`src/sv/pcpd_pkg.sv`:
```
`timescale 1ns / 1ps
`default_nettype none

package pcpd_pkg;

	localparam int MAX_TAPS    = 64;
	localparam int MAX_FRAME   = 1024;
	localparam int SAMPLE_BITS = 16;

	localparam int TAP_AW  = $clog2(MAX_TAPS);
	localparam int TAPN_W  = $clog2(MAX_TAPS + 1);
	localparam int CNT_W   = $clog2(MAX_FRAME + 1);
	localparam int ACC_W   = 40;
	localparam int PROD_W  = 2 * SAMPLE_BITS;

	localparam int CFG_W       = 7;
	localparam int TAPS_RESET  = 64;

	// Request fields on the slave side.
	localparam int TIDX_W   = 6;
	localparam int VALUE_W  = 16;
	localparam int S_DATA_W = 24;
	localparam int S_TIDX_LO  = 0;
	localparam int S_VALUE_LO = S_TIDX_LO + TIDX_W;

	// Result fields on the master side.
	localparam int WIDX_W   = 10;
	localparam int PIDX_W   = 11;
	localparam int M_DATA_W = 104;
	localparam int M_WIDX_LO = 0;
	localparam int M_CORR_LO = M_WIDX_LO + WIDX_W;
	localparam int M_PIDX_LO = M_CORR_LO + ACC_W;
	localparam int M_PVAL_LO = M_PIDX_LO + PIDX_W;
	localparam int M_USED_W  = M_PVAL_LO + ACC_W;

	localparam logic ACTION_LOAD   = 1'b0;
	localparam logic ACTION_SAMPLE = 1'b1;

	typedef struct packed {
		logic clear;
		logic valid;
	} mac_ctrl_t;

endpackage

`default_nettype wire

```
`src/sv/pcpd_ram.sv`:
```
`timescale 1ns / 1ps
`default_nettype none

module pcpd_ram #(
	parameter int WIDTH = 16,
	parameter int DEPTH = 64
) (
	input  wire                      clk,
	input  wire                      we,
	input  wire  [$clog2(DEPTH)-1:0] waddr,
	input  wire  [WIDTH-1:0]         wdata,
	input  wire  [$clog2(DEPTH)-1:0] raddr,
	output logic [WIDTH-1:0]         rdata
);

	logic [WIDTH-1:0] mem_q [DEPTH];

	always_ff @(posedge clk) begin
		if (we) begin
			mem_q[waddr] <= wdata;
		end
		rdata <= mem_q[raddr];
	end

endmodule

`default_nettype wire

```
`src/sv/pcpd_mac.sv`:
```
`timescale 1ns / 1ps
`default_nettype none

module pcpd_mac (
	input  wire                                 clk,
	input  wire                                 arst_n,
	input  wire  pcpd_pkg::mac_ctrl_t           ctrl,
	input  wire  signed [pcpd_pkg::SAMPLE_BITS-1:0] tap,
	input  wire  signed [pcpd_pkg::SAMPLE_BITS-1:0] sample,
	output logic                                busy,
	output logic signed [pcpd_pkg::ACC_W-1:0]   acc
);
	import pcpd_pkg::*;

	logic signed [PROD_W-1:0] prod_s2;
	logic                     prod_v_s2;

	always_ff @(posedge clk or negedge arst_n) begin
		if (!arst_n) begin
			prod_v_s2 <= 1'b0;
		end else begin
			prod_v_s2 <= ctrl.valid;
		end
	end

	always_ff @(posedge clk) begin
		prod_s2 <= tap * sample;
		if (ctrl.clear) begin
			acc <= '0;
		end else if (prod_v_s2) begin
			acc <= acc + {{(ACC_W - PROD_W){prod_s2[PROD_W-1]}}, prod_s2};
		end
	end

	assign busy = prod_v_s2;

endmodule

`default_nettype wire

```
`src/sv/preamble_correlation_peak_detector_unit.sv`:
```
`timescale 1ns / 1ps
`default_nettype none

// Sliding preamble correlator with per-frame peak search.
// Slave stream: s_tuser selects a tap load (0) or a received sample (1), s_tlast marks
// the last sample of a frame. Loads write one preamble tap and give no result.
// Every sample gives one result on the master stream; m_tuser says a correlation window
// completed, m_tlast marks the frame's last result, which also carries the peak.
// The taps_in_use register is written through cfg_we / cfg_wdata; the user must write it
// only while the block idles, as the block itself does not enforce this. A sample that
// completes a window reaches the result register through one multiply-accumulate unit
// that walks the taps, one tap and one stored sample per cycle from two single-read-port
// memories, with a read and a product stage ahead of the accumulator; other samples skip it.
// The newest samples live in a circular buffer; a frame count says which are valid, so
// no clearing pass is needed at reset or at frame end.
// The result sits in an output register; the next request is taken while it waits, and
// only the write of a further result waits for m_tready.
// Reset clears the frame count, the peak, the output valid and sets taps_in_use to 64.
// Tap contents are undefined until loaded.
module preamble_correlation_peak_detector_unit (
	input  wire                              clk,
	input  wire                              arst_n,
	input  wire                              cfg_we,
	input  wire  [pcpd_pkg::CFG_W-1:0]       cfg_wdata,
	input  wire                              s_tvalid,
	output logic                             s_tready,
	// tap_index [5:0], value [21:6]
	input  wire  [pcpd_pkg::S_DATA_W-1:0]    s_tdata,
	// action
	input  wire                              s_tuser,
	input  wire                              s_tlast,
	output logic                             m_tvalid,
	input  wire                              m_tready,
	// window_index [9:0], correlation [49:10], peak_index [60:50], peak_value [100:61]
	output logic [pcpd_pkg::M_DATA_W-1:0]    m_tdata,
	// window_valid
	output logic                             m_tuser,
	output logic                             m_tlast
);
	import pcpd_pkg::*;

	typedef enum logic [1:0] {
		ST_IDLE,
		ST_MAC,
		ST_DRAIN,
		ST_FINISH
	} state_t;

	state_t state_q;

	logic [CFG_W-1:0]  taps_cfg_q;
	logic [TAPN_W-1:0] n_act;
	logic [CNT_W-1:0]  count_q;
	logic [CNT_W-1:0]  count_next;
	logic [TAP_AW-1:0] wp_q;
	logic [TAP_AW-1:0] base_q;
	logic [TAPN_W-1:0] j_q;
	logic              rd_pend_s1;
	logic              win_q;
	logic              last_q;
	logic [WIDX_W-1:0] start_q;

	logic signed [ACC_W-1:0]  best_val_q;
	logic signed [PIDX_W-1:0] best_idx_q;
	logic signed [ACC_W-1:0]  nb_val;
	logic signed [PIDX_W-1:0] nb_idx;

	logic                           s_acc;
	logic                           load_acc;
	logic                           samp_acc;
	logic                           samp_store;
	logic                           samp_win;
	logic [TIDX_W-1:0]              in_tidx;
	logic signed [SAMPLE_BITS-1:0]  in_value;
	logic signed [SAMPLE_BITS-1:0]  tap_rd;
	logic signed [SAMPLE_BITS-1:0]  samp_rd;
	logic signed [ACC_W-1:0]        acc;
	logic                           mac_busy;
	mac_ctrl_t                      mac_ctrl;
	logic                           out_free;
	logic [M_DATA_W-1:0]            out_word;

	assign in_tidx  = s_tdata[S_TIDX_LO +: TIDX_W];
	assign in_value = s_tdata[S_VALUE_LO +: SAMPLE_BITS];

	always_comb begin
		if (taps_cfg_q == '0) begin
			n_act = TAPN_W'(1);
		end else if (TAPN_W'(taps_cfg_q) > TAPN_W'(MAX_TAPS)) begin
			n_act = TAPN_W'(MAX_TAPS);
		end else begin
			n_act = TAPN_W'(taps_cfg_q);
		end
	end

	assign s_tready   = (state_q == ST_IDLE);
	assign s_acc      = s_tvalid && s_tready;
	assign load_acc   = s_acc && (s_tuser == ACTION_LOAD);
	assign samp_acc   = s_acc && (s_tuser == ACTION_SAMPLE);
	assign count_next = count_q + CNT_W'(1);
	assign samp_store = samp_acc && (count_q < CNT_W'(MAX_FRAME));
	assign samp_win   = samp_store && (count_next >= CNT_W'(n_act));
	assign out_free   = !m_tvalid || m_tready;

	assign mac_ctrl = '{clear: samp_win, valid: rd_pend_s1};

	pcpd_ram #(
		.WIDTH (SAMPLE_BITS),
		.DEPTH (MAX_TAPS)
	) u_tap_ram (
		.clk   (clk),
		.we    (load_acc),
		.waddr (in_tidx[TAP_AW-1:0]),
		.wdata (in_value),
		.raddr (j_q[TAP_AW-1:0]),
		.rdata (tap_rd)
	);

	pcpd_ram #(
		.WIDTH (SAMPLE_BITS),
		.DEPTH (MAX_TAPS)
	) u_line_ram (
		.clk   (clk),
		.we    (samp_store),
		.waddr (wp_q),
		.wdata (in_value),
		.raddr (base_q + j_q[TAP_AW-1:0]),
		.rdata (samp_rd)
	);

	pcpd_mac u_mac (
		.clk    (clk),
		.arst_n (arst_n),
		.ctrl   (mac_ctrl),
		.tap    (tap_rd),
		.sample (samp_rd),
		.busy   (mac_busy),
		.acc    (acc)
	);

	// The first window of a frame always takes the peak; later ones only when strictly larger.
	always_comb begin
		nb_val = best_val_q;
		nb_idx = best_idx_q;
		if (win_q && (best_idx_q[PIDX_W-1] || acc > best_val_q)) begin
			nb_val = acc;
			nb_idx = PIDX_W'(start_q);
		end
	end

	always_comb begin
		out_word = '0;
		if (win_q) begin
			out_word[M_WIDX_LO +: WIDX_W] = start_q;
			out_word[M_CORR_LO +: ACC_W]  = acc;
		end
		if (last_q) begin
			out_word[M_PIDX_LO +: PIDX_W] = nb_idx;
			if (!nb_idx[PIDX_W-1]) begin
				out_word[M_PVAL_LO +: ACC_W] = nb_val;
			end
		end
	end

	always_ff @(posedge clk or negedge arst_n) begin
		if (!arst_n) begin
			state_q    <= ST_IDLE;
			taps_cfg_q <= CFG_W'(TAPS_RESET);
			count_q    <= '0;
			wp_q       <= '0;
			base_q     <= '0;
			j_q        <= '0;
			rd_pend_s1 <= 1'b0;
			win_q      <= 1'b0;
			last_q     <= 1'b0;
			start_q    <= '0;
			best_val_q <= {1'b1, {(ACC_W - 1){1'b0}}};
			best_idx_q <= '1;
			m_tvalid   <= 1'b0;
			m_tdata    <= '0;
			m_tuser    <= 1'b0;
			m_tlast    <= 1'b0;
		end else begin
			if (cfg_we) begin
				taps_cfg_q <= cfg_wdata;
			end
			if (m_tready && (state_q != ST_FINISH)) begin
				m_tvalid <= 1'b0;
			end
			rd_pend_s1 <= (state_q == ST_MAC);

			unique case (state_q)
				ST_IDLE: begin
					if (samp_acc) begin
						win_q   <= samp_win;
						last_q  <= s_tlast;
						start_q <= WIDX_W'(count_next - CNT_W'(n_act));
						base_q  <= wp_q + TAP_AW'(1) - n_act[TAP_AW-1:0];
						j_q     <= '0;
						if (samp_store) begin
							count_q <= count_next;
							wp_q    <= wp_q + TAP_AW'(1);
						end
						state_q <= samp_win ? ST_MAC : ST_FINISH;
					end
				end
				ST_MAC: begin
					j_q <= j_q + TAPN_W'(1);
					if (j_q == n_act - TAPN_W'(1)) begin
						state_q <= ST_DRAIN;
					end
				end
				ST_DRAIN: begin
					if (!rd_pend_s1 && !mac_busy) begin
						state_q <= ST_FINISH;
					end
				end
				ST_FINISH: begin
					if (out_free) begin
						m_tvalid <= 1'b1;
						m_tuser  <= win_q;
						m_tlast  <= last_q;
						m_tdata  <= out_word;
						if (last_q) begin
							count_q    <= '0;
							best_val_q <= {1'b1, {(ACC_W - 1){1'b0}}};
							best_idx_q <= '1;
						end else begin
							best_val_q <= nb_val;
							best_idx_q <= nb_idx;
						end
						state_q <= ST_IDLE;
					end
				end
				default: state_q <= ST_IDLE;
			endcase
		end
	end

endmodule

`default_nettype wire

```
`config.mk`:
```
export PLATFORM = sky130hd
export DESIGN_NAME = preamble_correlation_peak_detector_unit
export DESIGN_NICKNAME = d
export VERILOG_FILES = /design/src/sv/pcpd_pkg.sv /design/src/sv/pcpd_ram.sv /design/src/sv/pcpd_mac.sv /design/src/sv/preamble_correlation_peak_detector_unit.sv
export SDC_FILE = /design/constraint.sdc
export NUM_CORES = 2
export LEC_CHECK = 0
export BUFFER_PORTS_ARGS = -buffer_cell sky130_fd_sc_hd__buf_2
export CORE_MARGIN = 2
export CORE_UTILIZATION = 45
export DETAILED_ROUTE_END_ITERATION = 10
export PLACE_DENSITY = 0.67
export SYNTH_ARGS = -nofsm -noshare
export SYNTH_HDL_FRONTEND = slang
export SYNTH_SLANG_ARGS = --single-unit
```
`constraint.sdc`:
```
create_clock -name clk -period 6.52 [get_ports clk]
set_input_delay 0 -clock clk [delete_from_list [all_inputs] [get_ports clk]]
set_output_delay 0 -clock clk [all_outputs]
set_load 0.02 [all_outputs]
```
# After elaboration in Yosys (flattened, before gate mapping)
# Memories as Yosys holds them, arrays and structs flattened. A register that Yosys moved wholly into a read port is not among the register bits.
# Cells that the tools add are included.
# totals
reg_bits	280
n_memories	2
in_bits	38
ram_bits	2048
# op_classes
n_bitwise	1
magnitude_cmp	4
muxes	29
mul	1
addsub	8
reduce_logical	23
eq_ne	11
# mem_list
memory	words	word_bits	rd	rd_clocked_by_memory_dff	write_ports	line_no	text
u_line_ram.mem_q	64	16	1	1	1	pcpd_ram.sv:16	logic [WIDTH-1:0] mem_q [DEPTH];
u_tap_ram.mem_q	64	16	1	1	1	pcpd_ram.sv:16	
# ops
op	count
40-bit 2-to-1 mux	3
11-bit 2-to-1 mux	6
51-bit 2-to-1 mux	1
50-bit 2-to-1 mux	1
40-bit adder	1
40-bit > comparator	1
16-bit by 16-bit multiplier with 32-bit output	1
11-bit one-hot mux with 2 select lines	1
7-bit 2-to-1 mux	3
7-bit one-hot mux with 2 select lines	1
11-bit by 1-bit adder with 11-bit output, second input constant	1
11-bit by 7-bit >= comparator with 1-bit output	1
11-bit < comparator, second input constant	1
2-bit 2-to-1 mux	5
10-bit by 7-bit subtractor with 10-bit output	1
1-bit logical AND	8
2-bit inequality test, second input constant	4
2-bit one-hot mux with 4 select lines	1
7-bit by 1-bit adder with 7-bit output, second input constant	1
7-bit equality test	1
7-bit > comparator, second input constant	1
7-bit zero test	1
1-bit 2-to-1 mux	7
7-bit by 1-bit subtractor with 7-bit output, second input constant	1
15 further kinds	24

# Logic depth before layout (Yosys ltp)
# depth
depth_word	8
depth_mapped	25

# By module
# Synthesis repeated with hierarchy kept, for this count alone.
# unflattened
hier_cells	6384
hier_area_um2	105175.9
# by_module_without_submodules
module	area_each_um2	seq_area_each_um2	cells_each	n_inst
pcpd_ram	40042.2	31069.8	1829	2
pcpd_mac	14303.7	1466.4	1608	1
preamble_correlation_peak_detector_unit	10787.8	5196.2	1118	1

# Worst setup path before layout
# OpenSTA, ideal clock, no wires.
# synth_timing
kind	reg-to-reg
startpoint	reg u_line_ram.rdata[7], read port of u_line_ram.mem_q
endpoint	reg u_mac.prod_s2[31]
setup_time_ps	120
arrival_time_ps	5927
path_buffers	1
period_less_slack_ps	6047
t_required_ps	6400
slack_ps	473
stages_incl_launch_ff	25
cell_sequence	dfxtp_1 clkbuf_1 nand2_1 fa_1 inv_1 fa_1 inv_1 fa_1 inv_1 fa_1 fa_1 inv_1 fa_1 inv_1 ha_1 a21oi_1 o21ai_0 a31oi_1 a21o_1 a32oi_1 a221o_1 a2111oi_4 nor3_1 nor3_2 xnor2_1
# synth_between
elab_chain_len	1
# synth_lines
item	line_no	text
start, declared	pcpd_ram.sv:13	output logic [WIDTH-1:0] rdata
16-bit by 16-bit multiplier with 32-bit output	pcpd_mac.sv:27	prod_s2 <= tap * sample;
end signal, assigned	pcpd_mac.sv:27	
end, declared	pcpd_mac.sv:15	logic signed [PROD_W-1:0] prod_s2;
# No other way between the ends.
# A chain may end at the register's enable or synchronous reset.

# Final worst setup path
# layout_timing
startpoint	reg u_tap_ram.rdata[12], read port of u_tap_ram.mem_q
endpoint	reg u_mac.prod_s2[31]
# layout_between
elab_chain_len	1
# layout_lines
item	line_no
start, declared	pcpd_ram.sv:13
16-bit by 16-bit multiplier with 32-bit output	pcpd_mac.sv:27
# No other way between the ends.

==> PnR_summary.wiki <==
{| class="wikitable"
! Metric !! Value
|-
| Outcome || finished, final reports clean
|-
| Setup TNS after final layout || 0 ns
|-
| Total area of multi-input combinational cells || 32,100 um2
|-
| Final setup violation count || 0
|-
| Highest routing layer actually used || met5
|-
| Initial DRC Count || 5,019
|-
| Clock tree sinks || 2,360
|-
| Detailed placement HPWL || 153 mm
|-
| Number of buffers added by the clock tree synthesis step || 232
|-
| RD Place Congestion || 0.863
|-
| Max H-tree Level || 4
|-
| Shortest period the worst path allows || 6.19 ns
|-
| Clock tree root buffer cell || clkbuf_16
|-
| Multiplexer fraction of the synthesized cell area || 15.4%
|-
| Commonest cells post-synth || edfxtp_1 (2,048), mux4_2 (656), nand2_1 (386)
|-
| Worst Clk Skew || 0.104 ns
|-
| Buffers added on ports || 140
|-
| Area share of the largest cell type after synthesis || 59.5%
|-
| Relative max-transition margin || 17.8%
|-
| CP Class || flip-flop to flip-flop
|-
| Register bit count reported by yosys || 2,360
|-
| Maximum cell stage delay along the critical path || 0.57 ns
|-
| Effective utilization at floorplan || 45.4%
|-
| Synthesis Warnings || 0
|-
| CTS tree || built
|-
| Cell family with most CP delay || adder cells
|-
| Synth Area in Compound Gates || 2.92%
|-
| Fraction of layout cells with a size suffix above 1 || 22.8%
|-
| R2r endpoint || u_mac.prod_s2[31]$_DFF_P_
|-
| Hold Path Stages || 2
|-
| GR Overflow Total || 0
|-
| Kind of start point of the critical path || flip-flop
|-
| Total track usage || 20.4%
|-
| Remaining antenna violation count after routing || 0
|-
| Crit Reg-Reg Startpoint || u_tap_ram.rdata[12]$_DFF_P_
|-
| Layout Area Growth over Synthesis || 13.2%
|-
| Total via count in the routed design || 53,200
|-
| Worst reg-to-reg setup slack || 0.33 ns
|-
| Sink of the worst hold path || u_tap_ram.mem_q[49][9]$_DFFE_PP_
|-
| Nets || 6,648
|-
| Clock latency at the later pin of the worst-skew pair || 0.93 ns
|-
| Cells along the critical path || buf_4 -> and2_1 -> fa_1 -> inv_1 -> fa_1 -> fa_1 -> inv_1 -> fa_1 -> fa_1 -> inv_1 -> fa_1 -> inv_1 -> ha_1 -> a21o_1 -> a21oi_1 -> a32oi_1 -> a221o_1 -> a2111oi_4 -> nor3_1 -> nor3_2 -> xnor2_1
|-
| Worst Reg-to-Reg Cells || 21
|-
| DR WL/cell || 25.4 um
|-
| Sequential area share after synthesis || 66.5%
|-
| Area of the mapped netlist || 103,000 um2
|-
| Post-synthesis simple-gate area fraction || 4.34%
|-
| DIE WIDTH || 483 um
|-
| Metal3 WL || 14.8 mm
|-
| Area share of fa/ha/maj cells after synthesis || 7.40%
|-
| Number of cells produced by synthesis || 5,781
|-
| I/O pin count || 146
|-
| Max cap viols || 0
|-
| Max Buffers Root-to-Sink || 3
|-
| Async set or reset register ratio after synthesis || 8.81%
|-
| Number of global-route vias before repair || 54,800
|-
| Hold Crit Class || input port to flip-flop
|-
| XOR/XNOR share of the synthesized area || 0.905%
|-
| Hold path startpoint || s_tdata[15]
|-
| Total wire length after detailed routing || 238 mm
|-
| Die area || 234,000 um2
|-
| Combinational family with the most area after synthesis || multiplexers
|-
| Worst slew pin tran || 1.23 ns
|-
| CTS clk-pin slew, worst paths || 0.06 ns
|-
| Synth Flop Type || edfxtp_1
|-
| Category of the worst setup path capture point || flip-flop
|-
| Cell repeated most along the worst path || fa_1
|-
| Cell with the largest stage delay on the worst path || fa_1
|-
| Register area || 68,800 um2
|-
| Required @ worst endpoint || 7.26 ns
|-
| Top cells by area, synth || edfxtp_1 (59%), mux4_2 (14%), fa_1 (5.1%)
|-
| Worst Path Arrival || 6.93 ns
|-
| First drt pass iteration count || 6
|-
| Syn avg cell area || 17.9 um2
|-
| Achievable frequency || 162 MHz
|-
| Final Cycle Share || 94.9%
|-
| Largest net degree at the start of global routing || 122
|-
| RSZ-0062 raised after global routing || no
|-
| Std-Cell Core Area || 228,000 um2
|-
| # fillers || 18,000
|-
| Antenna violations before repair || 9
|-
| Hold violation total from the final report || 0
|-
| Cell Rows || 175
|-
| EDFF count, synth || 2,048
|-
| Detailed-route vias per instance || 5.67
|-
| First-pass GRT wire length || 359 mm
|-
| DRC || 0
|-
| Wire length the detailed router placed on met1 || 101 mm
|-
| Slew Limit Fails || 0
|-
| Met2 wire length || 115 mm
|-
| Yosys top cell by area || edfxtp_1
|-
| Worst-path maximum fanout || 13
|-
| Count of distinct cell types in the synthesized netlist || 85
|-
| Height of the chip || 483 um
|-
| Buffering stage count on the worst path with inverters included || 5
|-
| Number of gates on the worst path with buffers counted || 21
|-
| Most used standard cell by instance count after synthesis || edfxtp_1
|}
-- cells by family (layout without fill, tap and decap cells) --
group | Yosys count | in the layout
flip-flops | 2360 | 2360
AND/OR/NAND/NOR | 982 | 982
multiplexers | 769 | 769
buffers and inverters | 651 | 1232
AO/OA/AOI/OAI | 460 | 460
adder cells (fa/ha/maj) | 452 | 452
XOR/XNOR | 106 | 106
other | 1 | 9
-- registers in the layout, indices dropped and copies added, names as in the netlist, 16 cells and up --
register,count
u_line_ram.mem_q,1024
u_tap_ram.mem_q,1024
m_tdata,101
best_val_q,40
u_mac.acc,40
u_mac.prod_s2,32
u_line_ram.rdata,16
u_tap_ram.rdata,16
-- cell usage in the layout (no fill, tap or decap), types with 51 or more instances in the layout --
master and n:
clkinv_2 51, fa_1 265, o21ai_0 104, a21o_1 54, nor2_1 232, ha_1 183, nand3_1 84, a21oi_1 112
clkinv_1 53, dfrtp_1 189, clkbuf_16 234, inv_1 365, nand2_1 385, dfxtp_1 94, edfxtp_1 2048, mux2i_1 102
dlygate4sd3_1 59, xnor2_1 69, buf_2 123, and2_1 125, mux4_2 656, buf_4 233
-- stage by stage --
| stage | setup slack (ns) | instance area (um2) | hold WS [ns] | cells | utilization (%) |
|---|---|---|---|---|---|
| floorplan | 0.473 | 103000 | -0.296 | 5783 | - |
| global placement | 0.170 | 109000 | 0.176 | 8872 | 47.7 |
| detailed placement | 0.143 | 109000 | 0.182 | 8872 | 47.7 |
| CTS | 0.155 | 117000 | 0.0189 | 9372 | 51.3 |
| global route | 0.0282 | 117000 | 0.0551 | 9375 | 51.3 |
| finish | 0.331 | 117000 | 0.0666 | 9379 | 51.3 |
-- worst max path at each step --
stage	start	end	slack [ns]
finish	u_tap_ram.rdata[12]$_DFF_P_	u_mac.prod_s2[31]$_DFF_P_	0.33
global route	u_tap_ram.rdata[4]$_DFF_P_	u_mac.prod_s2[24]$_DFF_P_	0.03
CTS	u_tap_ram.rdata[7]$_DFF_P_	u_mac.prod_s2[31]$_DFF_P_	0.15
detailed placement	u_tap_ram.rdata[7]$_DFF_P_	u_mac.prod_s2[31]$_DFF_P_	0.14
global placement	u_line_ram.rdata[4]$_DFF_P_	u_mac.prod_s2[31]$_DFF_P_	0.17
floorplan	u_line_ram.rdata[7]$_DFF_P_	u_mac.prod_s2[31]$_DFF_P_	0.47
-- area by class of cell --
type | count | area share [%]
clock buffers | 287 | 5.22
repair buffers | 426 | 2.72
multi-input cells | 2772 | 27.5
well taps | 3009 | 3.22
diodes | 6 | 0.0128
clock inverters | 153 | 1.38
inverters | 366 | 1.17
flip-flops and latches | 2360 | 58.8
-- routing by layer --
metal	global-route usage [%]	vias up
li1	-	23000
met1	28.4	27900
met2	32.8	1831
met3	3.22	385
met4	6.91	2
met5	0	-
-- timing repair --
item | CTS | global route
endpoints found under the hold margin | 1327 | 0
setup buffers | 0 | 1
hold buffers | 60 | 0
setup endpoints to repair | 0 | 5
gates resized for setup | 0 | 15
Power is left out: the tool's default activity adds up to more than one toggle a clock period on the data nets, which glitch-free logic cannot reach.
